**config.mk**
```make
export PLATFORM = sky130hd
export DESIGN_NAME = q4sd_queue
export DESIGN_NICKNAME = d
export VERILOG_FILES = /design/src/hdl/q4sd_pkg.sv /design/src/hdl/q4sd_queue.sv
export VERILOG_INCLUDE_DIRS = /design/src /design/src/hdl
export SDC_FILE = /design/constraint.sdc
export NUM_CORES = 1
export LEC_CHECK = 0
export BUFFER_PORTS_ARGS = -buffer_cell sky130_fd_sc_hd__buf_2
export CORE_MARGIN = 2
export CORE_UTILIZATION = 30
export CTS_CLUSTER_SIZE = 12
export DETAILED_ROUTE_END_ITERATION = 10
export REMOVE_ABC_BUFFERS = 1
export SKIP_LAST_GASP = 1
export SLEW_MARGIN = 20
export SYNTH_ARGS = -nofsm -noshare
export SYNTH_HDL_FRONTEND = slang
export SYNTH_SLANG_ARGS = --single-unit
```
**constraint.sdc**
```tcl
create_clock -name clk -period 1.7 [get_ports clk]
set_input_delay 0.34 -clock clk [delete_from_list [all_inputs] [get_ports clk]]
set_output_delay 0.34 -clock clk [all_outputs]
set_load 0.005 [all_outputs]
```
**src/hdl/assert_macros.svh**
```systemverilog
// assertion macros used by the queue
`ifndef ASSERT_MACROS_SVH
`define ASSERT_MACROS_SVH

// property must hold at every rising clock edge outside reset
`define ASSERT_PROP(lbl, clk, rst, prop, msg) \
  lbl: assert property (@(posedge clk) disable iff (rst) prop) else $error(msg);

// condition must never be seen outside reset
`define ASSERT_NEVER(lbl, clk, rst, cond, msg) \
  lbl: assert property (@(posedge clk) disable iff (rst) !(cond)) else $error(msg);

`endif

```
**src/hdl/q4sd_pkg.sv**
```systemverilog
// shared types and constants of the quad4 strain-displacement block
package q4sd_pkg;

  localparam int NODES         = 4;
  localparam int DERIV_WIDTH   = 32;
  localparam int DET_WIDTH     = 48;
  localparam int DET_FRAC_BITS = 16;
  localparam int QUARTER_SHIFT = 2;
  localparam int QUEUE_DEPTH   = 4;

  typedef struct packed {
    logic signed [15:0] s_coord;
    logic signed [15:0] t_coord;
    logic signed [23:0] node_x0;
    logic signed [23:0] node_x1;
    logic signed [23:0] node_x2;
    logic signed [23:0] node_x3;
    logic signed [23:0] node_y0;
    logic signed [23:0] node_y1;
    logic signed [23:0] node_y2;
    logic signed [23:0] node_y3;
  } in_word_t;

  typedef struct packed {
    logic signed [DERIV_WIDTH-1:0] dndx0;
    logic signed [DERIV_WIDTH-1:0] dndx1;
    logic signed [DERIV_WIDTH-1:0] dndx2;
    logic signed [DERIV_WIDTH-1:0] dndx3;
    logic signed [DERIV_WIDTH-1:0] dndy0;
    logic signed [DERIV_WIDTH-1:0] dndy1;
    logic signed [DERIV_WIDTH-1:0] dndy2;
    logic signed [DERIV_WIDTH-1:0] dndy3;
    logic signed [DET_WIDTH-1:0]   det_jac;
    logic                          singular;
  } out_word_t;

  typedef struct packed {
    logic full;
    logic empty;
  } q_stat_t;

endpackage

```
**src/hdl/q4sd_queue.sv**
```systemverilog
// short queue between the front and back pipelines
`include "assert_macros.svh"

module q4sd_queue #(
  parameter int W = 8
) (
  input  logic              clk,
  input  logic              rst,
  input  logic              push,
  input  logic [W-1:0]      din,
  input  logic              pop,
  output logic [W-1:0]      dout,
  output q4sd_pkg::q_stat_t stat
);
  import q4sd_pkg::*;

  localparam int AW = $clog2(QUEUE_DEPTH);

  logic [W-1:0] mem [QUEUE_DEPTH];
  logic [AW-1:0] wp, rp;
  logic [AW:0]   count;

  always_ff @(posedge clk) begin
    if (push) begin
      mem[wp] <= din;
    end
  end

  always_ff @(posedge clk) begin
    if (rst) begin
      wp    <= '0;
      rp    <= '0;
      count <= '0;
    end else begin
      if (push) begin
        wp <= wp + 1'b1;
      end
      if (pop) begin
        rp <= rp + 1'b1;
      end
      case ({push, pop})
        2'b10:   count <= count + 1'b1;
        2'b01:   count <= count - 1'b1;
        default: count <= count;
      endcase
    end
  end

  assign dout       = mem[rp];
  assign stat.full  = (count == (AW+1)'(QUEUE_DEPTH));
  assign stat.empty = (count == '0);

  `ASSERT_NEVER(a_q_overflow, clk, rst, push && stat.full, "queue written while full")
  `ASSERT_NEVER(a_q_underflow, clk, rst, pop && stat.empty, "queue read while empty")
  `ASSERT_PROP(a_q_count, clk, rst, (push == pop) |=> $stable(count), "queue count moved")

endmodule

```
## Word-level counts from Yosys, hierarchy flattened

Memories as Yosys holds them, arrays and structs flattened. A register that Yosys moved wholly into a read port is not among the register bits.
Index checks and enable logic that the tools add are counted.

- Bits of input ports: 12
- Memories kept: 1
- Memory bits (writable): 32
- Output and inout bits: 10
- Register bits: 7

Memory list:

| memory | depth | bits a word | read ports | clocked after Yosys merged registers in | wr ports | line | source |
|---|---|---|---|---|---|---|---|
| mem | 4 | 8 | 1 | 1 | 1 | q4sd_queue.sv:19 | `logic [W-1:0] mem [QUEUE_DEPTH];` |

- Muxes and demuxes: 5
- Equal/unequal tests: 3
- Reduce and logical (&&, ||, !) cells: 2
- Add/subtract/negate cells: 4

Operator list:

| operator | number |
|---|---|
| $pmux 3 s2 | 1 |
| $add 2x1->2 const B | 2 |
| $mux 2 | 2 |
| $add 3x1->3 const B | 1 |
| $eq 3x3->1 const B | 1 |
| $logic_not 3->1 | 1 |
| $sub 3x1->3 const B | 1 |
| $eq 2x1->1 const B | 1 |
| $eq 2x2->1 const B | 1 |
| $mux 1 | 2 |
| $reduce_bool 2->1 | 1 |

## Depth between registers and ports, before layout

Gate-level depths: netlist of the first run.

- Depth in word-level cells: 3
- Depth in mapped cells: 7
- Mapped depth without buffers: 7

## Least setup slack after synthesis of the first run

Ideal clock, no wire load.

- Kind: input-to-reg
- From: input port push
- To: register count[2]
- Arrival time: 1.519 ns
- Data required time: 1.630 ns
- Path buffers: 0
- Library setup time: 0.070 ns
- Path slack: 0.111 ns
- Stages: 7
- Path through: inv_1 ha_1 inv_1 fa_1 xor2_1 or3_1 a21oi_1

- Longest elaborated chain between the ends: 2

RTL lines:

| what | line | source |
|---|---|---|
| from (decl) | q4sd_queue.sv:9 | `input logic push,` |
| $eq 2x1->1 / $eq 2x2->1 (equally long branches) | q4sd_queue.sv:41 | `case ({push, pop})` |
| $pmux 3 s2 / $reduce_bool 2->1 (equally long branches) | n/a |  |
| to (signal assigned) | q4sd_queue.sv:42 | `2'b10: count <= count + 1'b1;` |
| to (signal assigned) | q4sd_queue.sv:43 | `2'b01: count <= count - 1'b1;` |
| to (signal assigned) | q4sd_queue.sv:44 | `default: count <= count;` |
| to (decl) | q4sd_queue.sv:21 | `logic [AW:0] count;` |

Several ways; a longest one is shown, not always the timed one.
A chain may end at the register's enable or synchronous reset.

==> flow_summary_export.csv, run 1 <==
group,metric,value,unit
final_layout,num_antenna_cells,0,
final_layout,final_area,1910,µm²
logic_synthesis,synth_flop_cell,"edfxtp_1",
setup_path,cp-start-kind,"flip-flop",
logic_synthesis,yosysTopAreaCell,"edfxtp_1",
grt,use_met2,15.2,%
placed_design,dp_slack,-0.0618,ns
placed_design,dp.cells,181,
final_layout,final_common_cell,"edfxtp_1",
final_layout,drive_gt1_share,34.7,%
route,ant_nets,0,
placed_design,io_buffers,21,
sta,hold_viol,0,
placed_design,place.gp.congestion,0.689,
final_layout,syn_to_final_growth,20.1,%
setup_path,slowest_delay,0.50,ns
route,dr.pass1.iters,3,
logic_synthesis,synth_warnings,0,
logic_synthesis,synthTopCellsByArea,"edfxtp_1 (60%), dfxtp_1 (11%), mux4_2 (11%), ha_1 (3.9%), nor2_1 (1.9%)",
clock_tree,clock_latency,0.28,ns
pwr,max-vdd-ir-drop,369,µV
sta,finalSetupViolations,8,
grt,grt_max_degree,13,
route,wire_per_inst,13.1,µm
clock_tree,cts_sinks,41,
logic_synthesis,synth_seq_cells,41,
sta,holdWs,0.268,ns
grt,grt_pass1_vias,844,
route,routed_wl,2450,µm
flow_run,maxCapViolations,0,
sta,fin_crit,1.75,ns
logic_synthesis,postSynthAreaPerCell,17.9,µm²
grt,grt_use_met3,3.41,%
grt,grt_first_pass_wirelength,3970,µm
sta,final-max-slew-violation-count,0,
placed_design,hpwl,1700,µm
sta,relSlewSlack,70.9,%
floorplanning,die_area,5900,µm²
setup_path,crit_chain,"buf_12 > mux4_2 > buf_2",
run_status,violations,"negative setup slack",
logic_synthesis,synth_top_area_share,60.4,%
floorplanning,start_util,31.2,%
final_layout,num-nets-final,136,
setup_path,path_buf_inv,2,
route,drt_iter0_markers,44,
clock_tree,cts_buffers,5,
clock_tree,h-tree-depth,2,
sta,period_share,103,%
logic_synthesis,synth_edf_count,32,
setup_path,end_kind,"output port",
sta,rsz0062_at_grt,"true",
route,vias,788,
placed_design,placed_area,1810,µm²
clock_tree,tritoncts,"yes",
route,via_per_inst,4.19,
setup_path,crit_path_max_fanout,8,
sta,fmax,573,MHz
pwr,finalPower,2.15,mW
sta,skew,0.00528,ns
sta,setup_ws,-0.0466,ns
setup_path,arrival,1.41,ns
setup_path,required,1.36,ns
logic_synthesis,synth-async-reset-ratio,0,%
final_layout,final_cell_mix,"edfxtp_1 (32), buf_2 (21), mux4_2 (8), nor2_1 (8), dfxtp_1 (8)",
grt,grt_overflow,0,
grt,grt-busiest-layer,"met2",
route,drc,0,
sta,tns,-0.248,ns
floorplanning,dieWidth,76.8,µm
final_layout,fin_cells,188,
setup_path,crit_family,"multiplexers",
floorplanning,core,5110,µm²
setup_path,critPathSlowestCell,"mux4_2",
worst_hold_path,hp-class,"in -> reg",
pwr,power_density,1120,nW/µm²
grt,groute.usage.overall,9.14,%
final_layout,final_util,37.4,%
logic_synthesis,netlist_area,1590,µm²
grt,use_met1,10.2,%
clock_tree,clk_path_buf_depth,2,
pwr,leakage,0.695,nW
logic_synthesis,synthCells,89,
clock_tree,cts-root-buf,"clkbuf_8",
floorplanning,rows,26,
run_status,outcome,"finished, violations left",
setup_path,worstSetupPathType,"reg -> out",
logic_synthesis,synth-seq-area-share,71.7,%
floorplanning,ioPinCount,22,
grt,grt_antenna_before_repair,0,
clock_tree,path_clk_slew,0.07,ns
sta,tightest_slew,0.437,ns
logic_synthesis,ys_types,20,
floorplanning,die_h,76.8,µm
[final timing paths]
check             cells after the start                    end  slack (ns)                  start
setup reg to reg                      5  count[2]$_SDFFE_PP0P_        0.13  count[0]$_SDFFE_PP0P_
setup / recovery                      3                dout[0]       -0.05              flip-flop
hold / removal                        1    mem[0][7]$_DFFE_PP_        0.27                 din[7]
hold reg to reg                       2  count[2]$_SDFFE_PP0P_        0.53  count[2]$_SDFFE_PP0P_
[area by class of cell]
| cell class | instances | area (µm²) |
|---|---|---|
| multi-input combinational | 39 | 408 |
| clock buffer | 5 | 68.8 |
| fill | 491 | 3200 |
| tap | 70 | 87.6 |
| timing repair buffer | 25 | 148 |
| sequential | 41 | 1140 |
| clock inverter | 2 | 35.0 |
| inverter | 6 | 22.5 |
[per-layer routing]
layer	part of all wire, %	up-vias
met2	49	21
li1	-	381
met3	5.5	2
met4	0.77	0
met1	45	384
met5	0	-
[flip-flops by register name, summed over array words and instances (netlist names), named ones only]
| register | flops |
|---|---|
| count | 3 |
| wp | 2 |
| mem | 32 |
| rp | 2 |
[power breakdown]
group / switching, mW / internal, mW
logic: 0.112 / 0.127
clock network: 0.309 / 0.427
registers: 0.0301 / 1.14
total: 0.451 / 1.70
[cell families (layout without fill, tap and decap cells)]
family / count (synthesis) / in the layout / share of synthesized area (%)
compound gates: 3 / 3 / 0.943
xor+xnor: 5 / 5 / 2.75
fa+ha+maj: 6 / 6 / 5.19
buf+inv: 9 / 38 / 2.67
flops: 41 / 41 / 71.7
mux: 9 / 9 / 11.9
simple gates: 16 / 16 / 4.80
[cell usage after synthesis (2+ instances only)]
master	number
a21oi_1	2
xnor2_1	2
inv_1	6
dfxtp_1	9
nor2_1	8
xor2_1	3
ha_1	5
and2_1	4
edfxtp_1	32
mux4_2	8
[what timing repair did]
action	CTS	global route
hold buffers	0	0
gates resized for setup	1	0
setup buffers	0	0
endpoints found under the setup margin	8	8
Note: power is estimated with default switching activity, not from simulation.
==> inputs of run 2 (changes only) <==
--- a/config.mk
+++ b/config.mk
@@ -8,9 +8,10 @@
 export LEC_CHECK = 0
 export BUFFER_PORTS_ARGS = -buffer_cell sky130_fd_sc_hd__buf_2
 export CORE_MARGIN = 2
-export CORE_UTILIZATION = 30
+export CORE_UTILIZATION = 50
 export CTS_CLUSTER_SIZE = 12
 export DETAILED_ROUTE_END_ITERATION = 10
+export PLACE_DENSITY = 0.71
 export REMOVE_ABC_BUFFERS = 1
 export SKIP_LAST_GASP = 1
 export SLEW_MARGIN = 20
==> flow_summary_export.csv, run 2 (synthesis gave the netlist of run 1 again) <==
group,metric,value,unit
run_status,outcome,"finished, violations left",
run_status,violations,"negative setup slack",
setup_path,crit_chain,"buf_12 > mux4_2 > buf_6",
floorplanning,rows,20,
setup_path,reg2reg_depth,5,
floorplanning,start_util,52.1,%
final_layout,regMostFlops,"mem",
sta,relSlewSlack,69.8,%
worst_hold_path,hp-start,"din[7]",
floorplanning,die_area,3650,µm²
clock_tree,h-tree-depth,2,
final_layout,final_area,1860,µm²
sta,tightest_slew,0.453,ns
pwr,power_density,1080,nW/µm²
final_layout,fin_cells,163,
setup_path,critPathSlowestCell,"mux4_2",
worst_hold_path,holdPathEnd,"mem[0][7]$_DFFE_PP_",
clock_tree,cts-root-buf,"clkbuf_4",
setup_path,required,1.36,ns
sta,hold_viol,0,
clock_tree,clk_path_buf_depth,2,
flow_run,maxCapViolations,0,
route,drt_iter0_markers,22,
final_layout,biggestRegsByFlops,"mem: 32 flops, count: 3 flops",
sta,rsz0062_at_grt,"true",
grt,groute.usage.overall,15.1,%
clock_tree,cts_sinks,41,
setup_path,slowest_delay,0.52,ns
placed_design,io_buffers,21,
floorplanning,dieWidth,60.4,µm
route,ant_nets,0,
clock_tree,post_cts_buffers,0,
clock_tree,cts_buffers,5,
floorplanning,die_h,60.4,µm
pwr,max-vdd-ir-drop,767,µV
final_layout,drive_gt1_share,33.6,%
final_layout,largest_register_ffs,32,
setup_path,crit_path_max_fanout,8,
setup_path,worstReg2RegEnd,"count[2]$_SDFFE_PP0P_",
route,dr.pass1.iters,4,
placed_design,place.gp.congestion,0.653,
route,vias,812,
setup_path,arrival,1.48,ns
grt,grt_overflow,0,
sta,holdWs,0.212,ns
grt,grt_pass1_vias,802,
clock_tree,tritoncts,"yes",
grt,grt_first_pass_wirelength,3710,µm
worst_hold_path,min_path_cells,1,
setup_path,end_kind,"output port",
setup_path,rr_startpoint,"count[0]$_SDFFE_PP0P_",
clock_tree,cts_hold_buf,0,
placed_design,placed_area,1770,µm²
route,wire_per_inst,14.3,µm
grt,grt_antenna_before_repair,0,
sta,skew,0.00877,ns
pwr,leakage,0.683,nW
final_layout,final_util,60.8,%
sta,fin_crit,1.82,ns
setup_path,worstSetupPathType,"reg -> out",
route,via_per_inst,4.98,
setup_path,cp-start-kind,"flip-flop",
sta,finalSetupViolations,8,
final_layout,syn_to_final_growth,16.7,%
worst_hold_path,hp-class,"in -> reg",
setup_path,rrSetupSlack,0.12,ns
clock_tree,path_clk_slew,0.11,ns
grt,grt_max_degree,13,
sta,fmax,549,MHz
final_layout,num-nets-final,136,
final_layout,final_cell_mix,"edfxtp_1 (32), buf_2 (20), mux4_2 (8), nor2_1 (8), dfxtp_1 (8)",
placed_design,hpwl,1550,µm
clock_tree,clock_latency,0.34,ns
sta,setup_ws,-0.123,ns
floorplanning,ioPinCount,22,
floorplanning,core,3050,µm²
sta,final-max-slew-violation-count,0,
sta,period_share,107,%
placed_design,dp.cells,155,
final_layout,num_antenna_cells,0,
route,drc,0,
final_layout,final_common_cell,"edfxtp_1",
route,routed_wl,2340,µm
[run 2: cell count changes in the layout (fill, tap and decap cells not counted), sizes merged]
cell	delta
clkbuf	+1
[run 2: worst max-delay path by stage]
stage          depth (start not counted)  slack [ns]                    end
6_report                               3       -0.12                dout[0]
5_1_grt                                3       -0.17                dout[0]
4_1_cts                                3       -0.14                dout[0]
3_5_place_dp                           8       -0.07  count[2]$_SDFFE_PP0P_
3_3_place_gp                           8      -0.009  count[2]$_SDFFE_PP0P_
2_1_floorplan                          7        0.11  count[2]$_SDFFE_PP0P_
[run 2: stage by stage]
| stage | TNS, ns | power [mW] | setup slack, ns |
|---|---|---|---|
| after global routing | -1.26 | 2.10 | -0.170 |
| after global placement | -0.00950 | 1.43 | -0.00950 |
| after floorplan | 0 | 1.33 | 0.112 |
| after detailed placement | -0.0672 | 1.44 | -0.0672 |
| after CTS | -0.969 | 2.03 | -0.142 |
| final | -0.778 | 2.01 | -0.123 |
[run 2: what timing repair did]
item	4_1_cts	5_1_grt
setup endpoints to repair	8	8
gates resized for setup	1	1
pin swaps	0	0
[run 2: per-layer routing]
| metal | vias to the layer above | part of all wire, % | GRT usage (%) | routed length (µm) |
|---|---|---|---|---|
| met2 | 18 | 49 | 23.3 | 1140 |
| met5 | - | 0 | 0 | 0 |
| li1 | 388 | - | - | - |
| met4 | 0 | 2.4 | 9.63 | 55 |
| met1 | 401 | 44 | 18.7 | 1030 |
| met3 | 5 | 4.9 | 4.48 | 114 |
[run 2: cell type report]
cell class	instances	area, µm²
fill	248	1200
sequential	41	1140
multi-input combinational	39	408
timing repair buffer	25	154
tap	44	55.1
clock buffer	6	41.3
clock inverter	2	33.8
inverter	6	22.5
[run 2: critical path: cells and delay by family, from the launching register on]
family                 cells  cell delay [ns]
muxes                      1             0.52
buffers and inverters      2             0.27
DFF                        1             0.36
[run 2: where the power goes]
group	total, mW	internal (mW)	switching (mW)
clock network	0.599	0.306	0.292
logic	0.241	0.131	0.110
registers	1.17	1.14	0.0307
total	2.01	1.58	0.433
==> inputs of run 3 (changes only) <==
--- a/config.mk
+++ b/config.mk
@@ -6,13 +6,14 @@
 export SDC_FILE = /design/constraint.sdc
 export NUM_CORES = 1
 export LEC_CHECK = 0
+export ABC_AREA = 1
 export BUFFER_PORTS_ARGS = -buffer_cell sky130_fd_sc_hd__buf_2
 export CORE_MARGIN = 2
 export CORE_UTILIZATION = 50
 export CTS_CLUSTER_SIZE = 12
 export DETAILED_ROUTE_END_ITERATION = 10
+export GPL_TIMING_DRIVEN = 0
 export PLACE_DENSITY = 0.71
-export REMOVE_ABC_BUFFERS = 1
 export SKIP_LAST_GASP = 1
 export SLEW_MARGIN = 20
 export SYNTH_ARGS = -nofsm -noshare
==> flow_summary_export.csv, run 3 <==
group,metric,value,unit
route,vias,1096,
final_layout,fin_cells,211,
placed_design,dp.cells,199,
final_layout,regArea,1150,µm²
grt,grt_use_met3,4.41,%
setup_path,worstSetupPathType,"reg -> out",
route,drc,0,
floorplanning,rows,20,
final_layout,biggestRegsByFlops,"mem: 32 flops, count: 3 flops",
grt,grt_pass1_vias,1044,
worst_hold_path,hp-class,"in -> reg",
logic_synthesis,postSynthAreaPerCell,12.2,µm²
final_layout,fillers,249,
sta,tns,0,ns
placed_design,hpwl,2090,µm
setup_path,crit_chain,"clkinvlp_4 > o21ai_0 > o22ai_1 > buf_2",
clock_tree,path_clk_slew,0.11,ns
setup_path,crit_end,"dout[0]",
logic_synthesis,synth_seq_cells,41,
clock_tree,clock_latency,0.33,ns
clock_tree,cts_hold_buf,0,
pwr,finalPower,1.88,mW
setup_path,critPathSlowestCell,"dfxtp_4",
setup_path,rr_startpoint,"count[0]$_SDFFE_PP0P_",
floorplanning,core,3080,µm²
grt,use_met1,19.4,%
setup_path,cp.depth,4,
logic_synthesis,synth_flop_cell,"edfxtp_1",
final_layout,num-nets-final,184,
placed_design,place.gp.congestion,0.733,
sta,final-max-slew-violation-count,0,
route,via_per_inst,5.19,
setup_path,rrSetupSlack,0.35,ns
route,routed_wl,3030,µm
sta,hold_viol,0,
setup_path,reg2reg_depth,8,
logic_synthesis,yosysTopAreaCell,"edfxtp_1",
final_layout,syn_to_final_growth,17.8,%
grt,grt-busiest-layer,"met2",
final_layout,final_area,1930,µm²
placed_design,placed_area,1800,µm²
setup_path,cp-start-kind,"flip-flop",
pwr,max-vdd-ir-drop,592,µV
grt,grt_first_pass_wirelength,4580,µm
clock_tree,cts_sinks,41,
sta,setup_ws,0.0470,ns
final_layout,drive_gt1_share,25.1,%
grt,grt_antenna_before_repair,0,
route,drt_iter0_markers,54,
route,wire_per_inst,14.3,µm
route,dr.pass1.iters,4,
sta,period_share,97.2,%
sta,tightest_slew,0.385,ns
logic_synthesis,synth-seq-area-share,69.7,%
sta,rsz0062_at_grt,"true",
logic_synthesis,synth_edf_count,32,
clock_tree,tritoncts,"yes",
pwr,leakage,0.783,nW
floorplanning,dieWidth,61.2,µm
flow_run,maxCapViolations,0,
setup_path,arrival,1.31,ns
sta,holdWs,0.216,ns
grt,grt_overflow,0,
final_layout,final_cell_mix,"edfxtp_1 (32), buf_2 (21), o21ai_0 (18)",
sta,skew,0.0106,ns
route,ant_nets,0,
sta,relSlewSlack,74.3,%
setup_path,slowest_delay,0.42,ns
placed_design,io_buffers,21,
clock_tree,cts-root-buf,"clkbuf_4",
grt,use_met2,33.3,%
placed_design,dp_slack,-0.0129,ns
floorplanning,ioPinCount,22,
clock_tree,cts_buffers,5,
sta,fmax,605,MHz
logic_synthesis,synthTopCellsByArea,"edfxtp_1 (59%), dfxtp_1 (11%), o21ai_0 (5.5%), inv_1 (3.9%), nor2_1 (3.9%)",
final_layout,num_antenna_cells,0,
final_layout,regMostFlops,"mem",
setup_path,required,1.36,ns
setup_path,crit_path_max_fanout,8,
sta,finalSetupViolations,0,
floorplanning,die_h,61.2,µm
final_layout,multi_input_area,407,µm²
final_layout,final_common_cell,"edfxtp_1",
logic_synthesis,yosysMostFrequentCell,"edfxtp_1",
grt,grt_max_degree,13,
setup_path,end_kind,"output port",
logic_synthesis,synth_warnings,0,
logic_synthesis,synthTopCellsByCount,"edfxtp_1 (32), o21ai_0 (18), inv_1 (17), nor2_1 (17)",
floorplanning,die_area,3750,µm²
final_layout,largest_register_ffs,32,
logic_synthesis,synth-async-reset-ratio,0,%
logic_synthesis,synth_top_area_share,58.7,%
logic_synthesis,synthCells,134,
logic_synthesis,ys_types,18,
setup_path,path_buf_inv,2,
sta,fin_crit,1.65,ns
grt,groute.usage.overall,17.9,%
clock_tree,h-tree-depth,2,
logic_synthesis,synth_fp_nets,152,
final_layout,final_util,62.7,%
setup_path,worstReg2RegEnd,"count[2]$_SDFFE_PP0P_",
logic_synthesis,netlist_area,1640,µm²
pwr,power_density,975,nW/µm²
run_status,outcome,"finished, final reports clean",
clock_tree,clk_path_buf_depth,2,
floorplanning,start_util,53.2,%
setup_path,crit_family,"flip-flops",
-- run 3: changes by cell type in the layout (fill, tap and decap cells not counted), sizes merged, moves of 8 or more --
cell / before / now
o21ai: 1 / 22
nand2: 1 / 9
inv: 6 / 17
nor2: 8 / 19
o22ai: 0 / 8
mux4: 8 / 0
-- run 3: cell families (layout without fill, tap and decap cells) --
logic type                 Yosys count  in the layout  share of synthesized area [%]
DFF                                 41             41                           69.7
AOI/OAI and AO/OA                   35             35                           11.8
and+or+nand+nor                     32             32                           8.02
buffers and inverters               20             53                           5.50
adders and majority gates            6              6                           5.04
-- run 3: worst min path at each step --
stage / startpoint / cells past startpoint / end / slack [ns]
global route: din[4] / 1 / mem[2][4]$_DFFE_PP_ / 0.20
finish: din[6] / 1 / mem[0][6]$_DFFE_PP_ / 0.22
floorplan: rp[1]$_SDFFE_PP0P_ / 1 / flip-flop / 0.41
detailed placement: rp[1]$_SDFFE_PP0P_ / 1 / rp[1]$_SDFFE_PP0P_ / 0.43
global placement: rp[1]$_SDFFE_PP0P_ / 1 / flip-flop / 0.42
CTS: din[4] / 1 / mem[0][4]$_DFFE_PP_ / 0.20
-- run 3: layout make-up --
class	count	area share, %
multi-input cells	73	21.1
inverters	18	3.96
flip-flops and latches	41	59.5
clock buffers	6	2.66
repair buffers	25	7.91
clock inverters	2	0.454
plain buffers	2	1.56
well taps	44	2.85
-- run 3: timing repair --
action / 4_1_cts / 5_1_grt
setup endpoints to repair: 8 / 8
buffers inserted: 0 / 3
gates cloned: 0 / 1
resized for setup: 7 / 2
-- run 3: worst reg2reg max path: stages (launching register included) --
cell,delay [ns]
dfxtp_1,0.36
inv_1,0.09
fa_1,0.44
inv_1,0.07
nand2_1,0.08
nand3_1,0.09
nand2_1,0.06
inv_1,0.05
nor2_1,0.03
-- run 3: power by group --
group,switching (mW),internal (mW),leakage [nW],total (mW)
clock,0.289,0.195,0.0357,0.484
sequential,0.0286,1.13,0.370,1.16
combinational,0.135,0.102,0.377,0.237
-- run 3: per-layer routing --
layer	vias up	routed length, µm
met5	-	0
met4	0	59
met3	8	99
met2	26	1570
met1	527	1300
li1	535	-
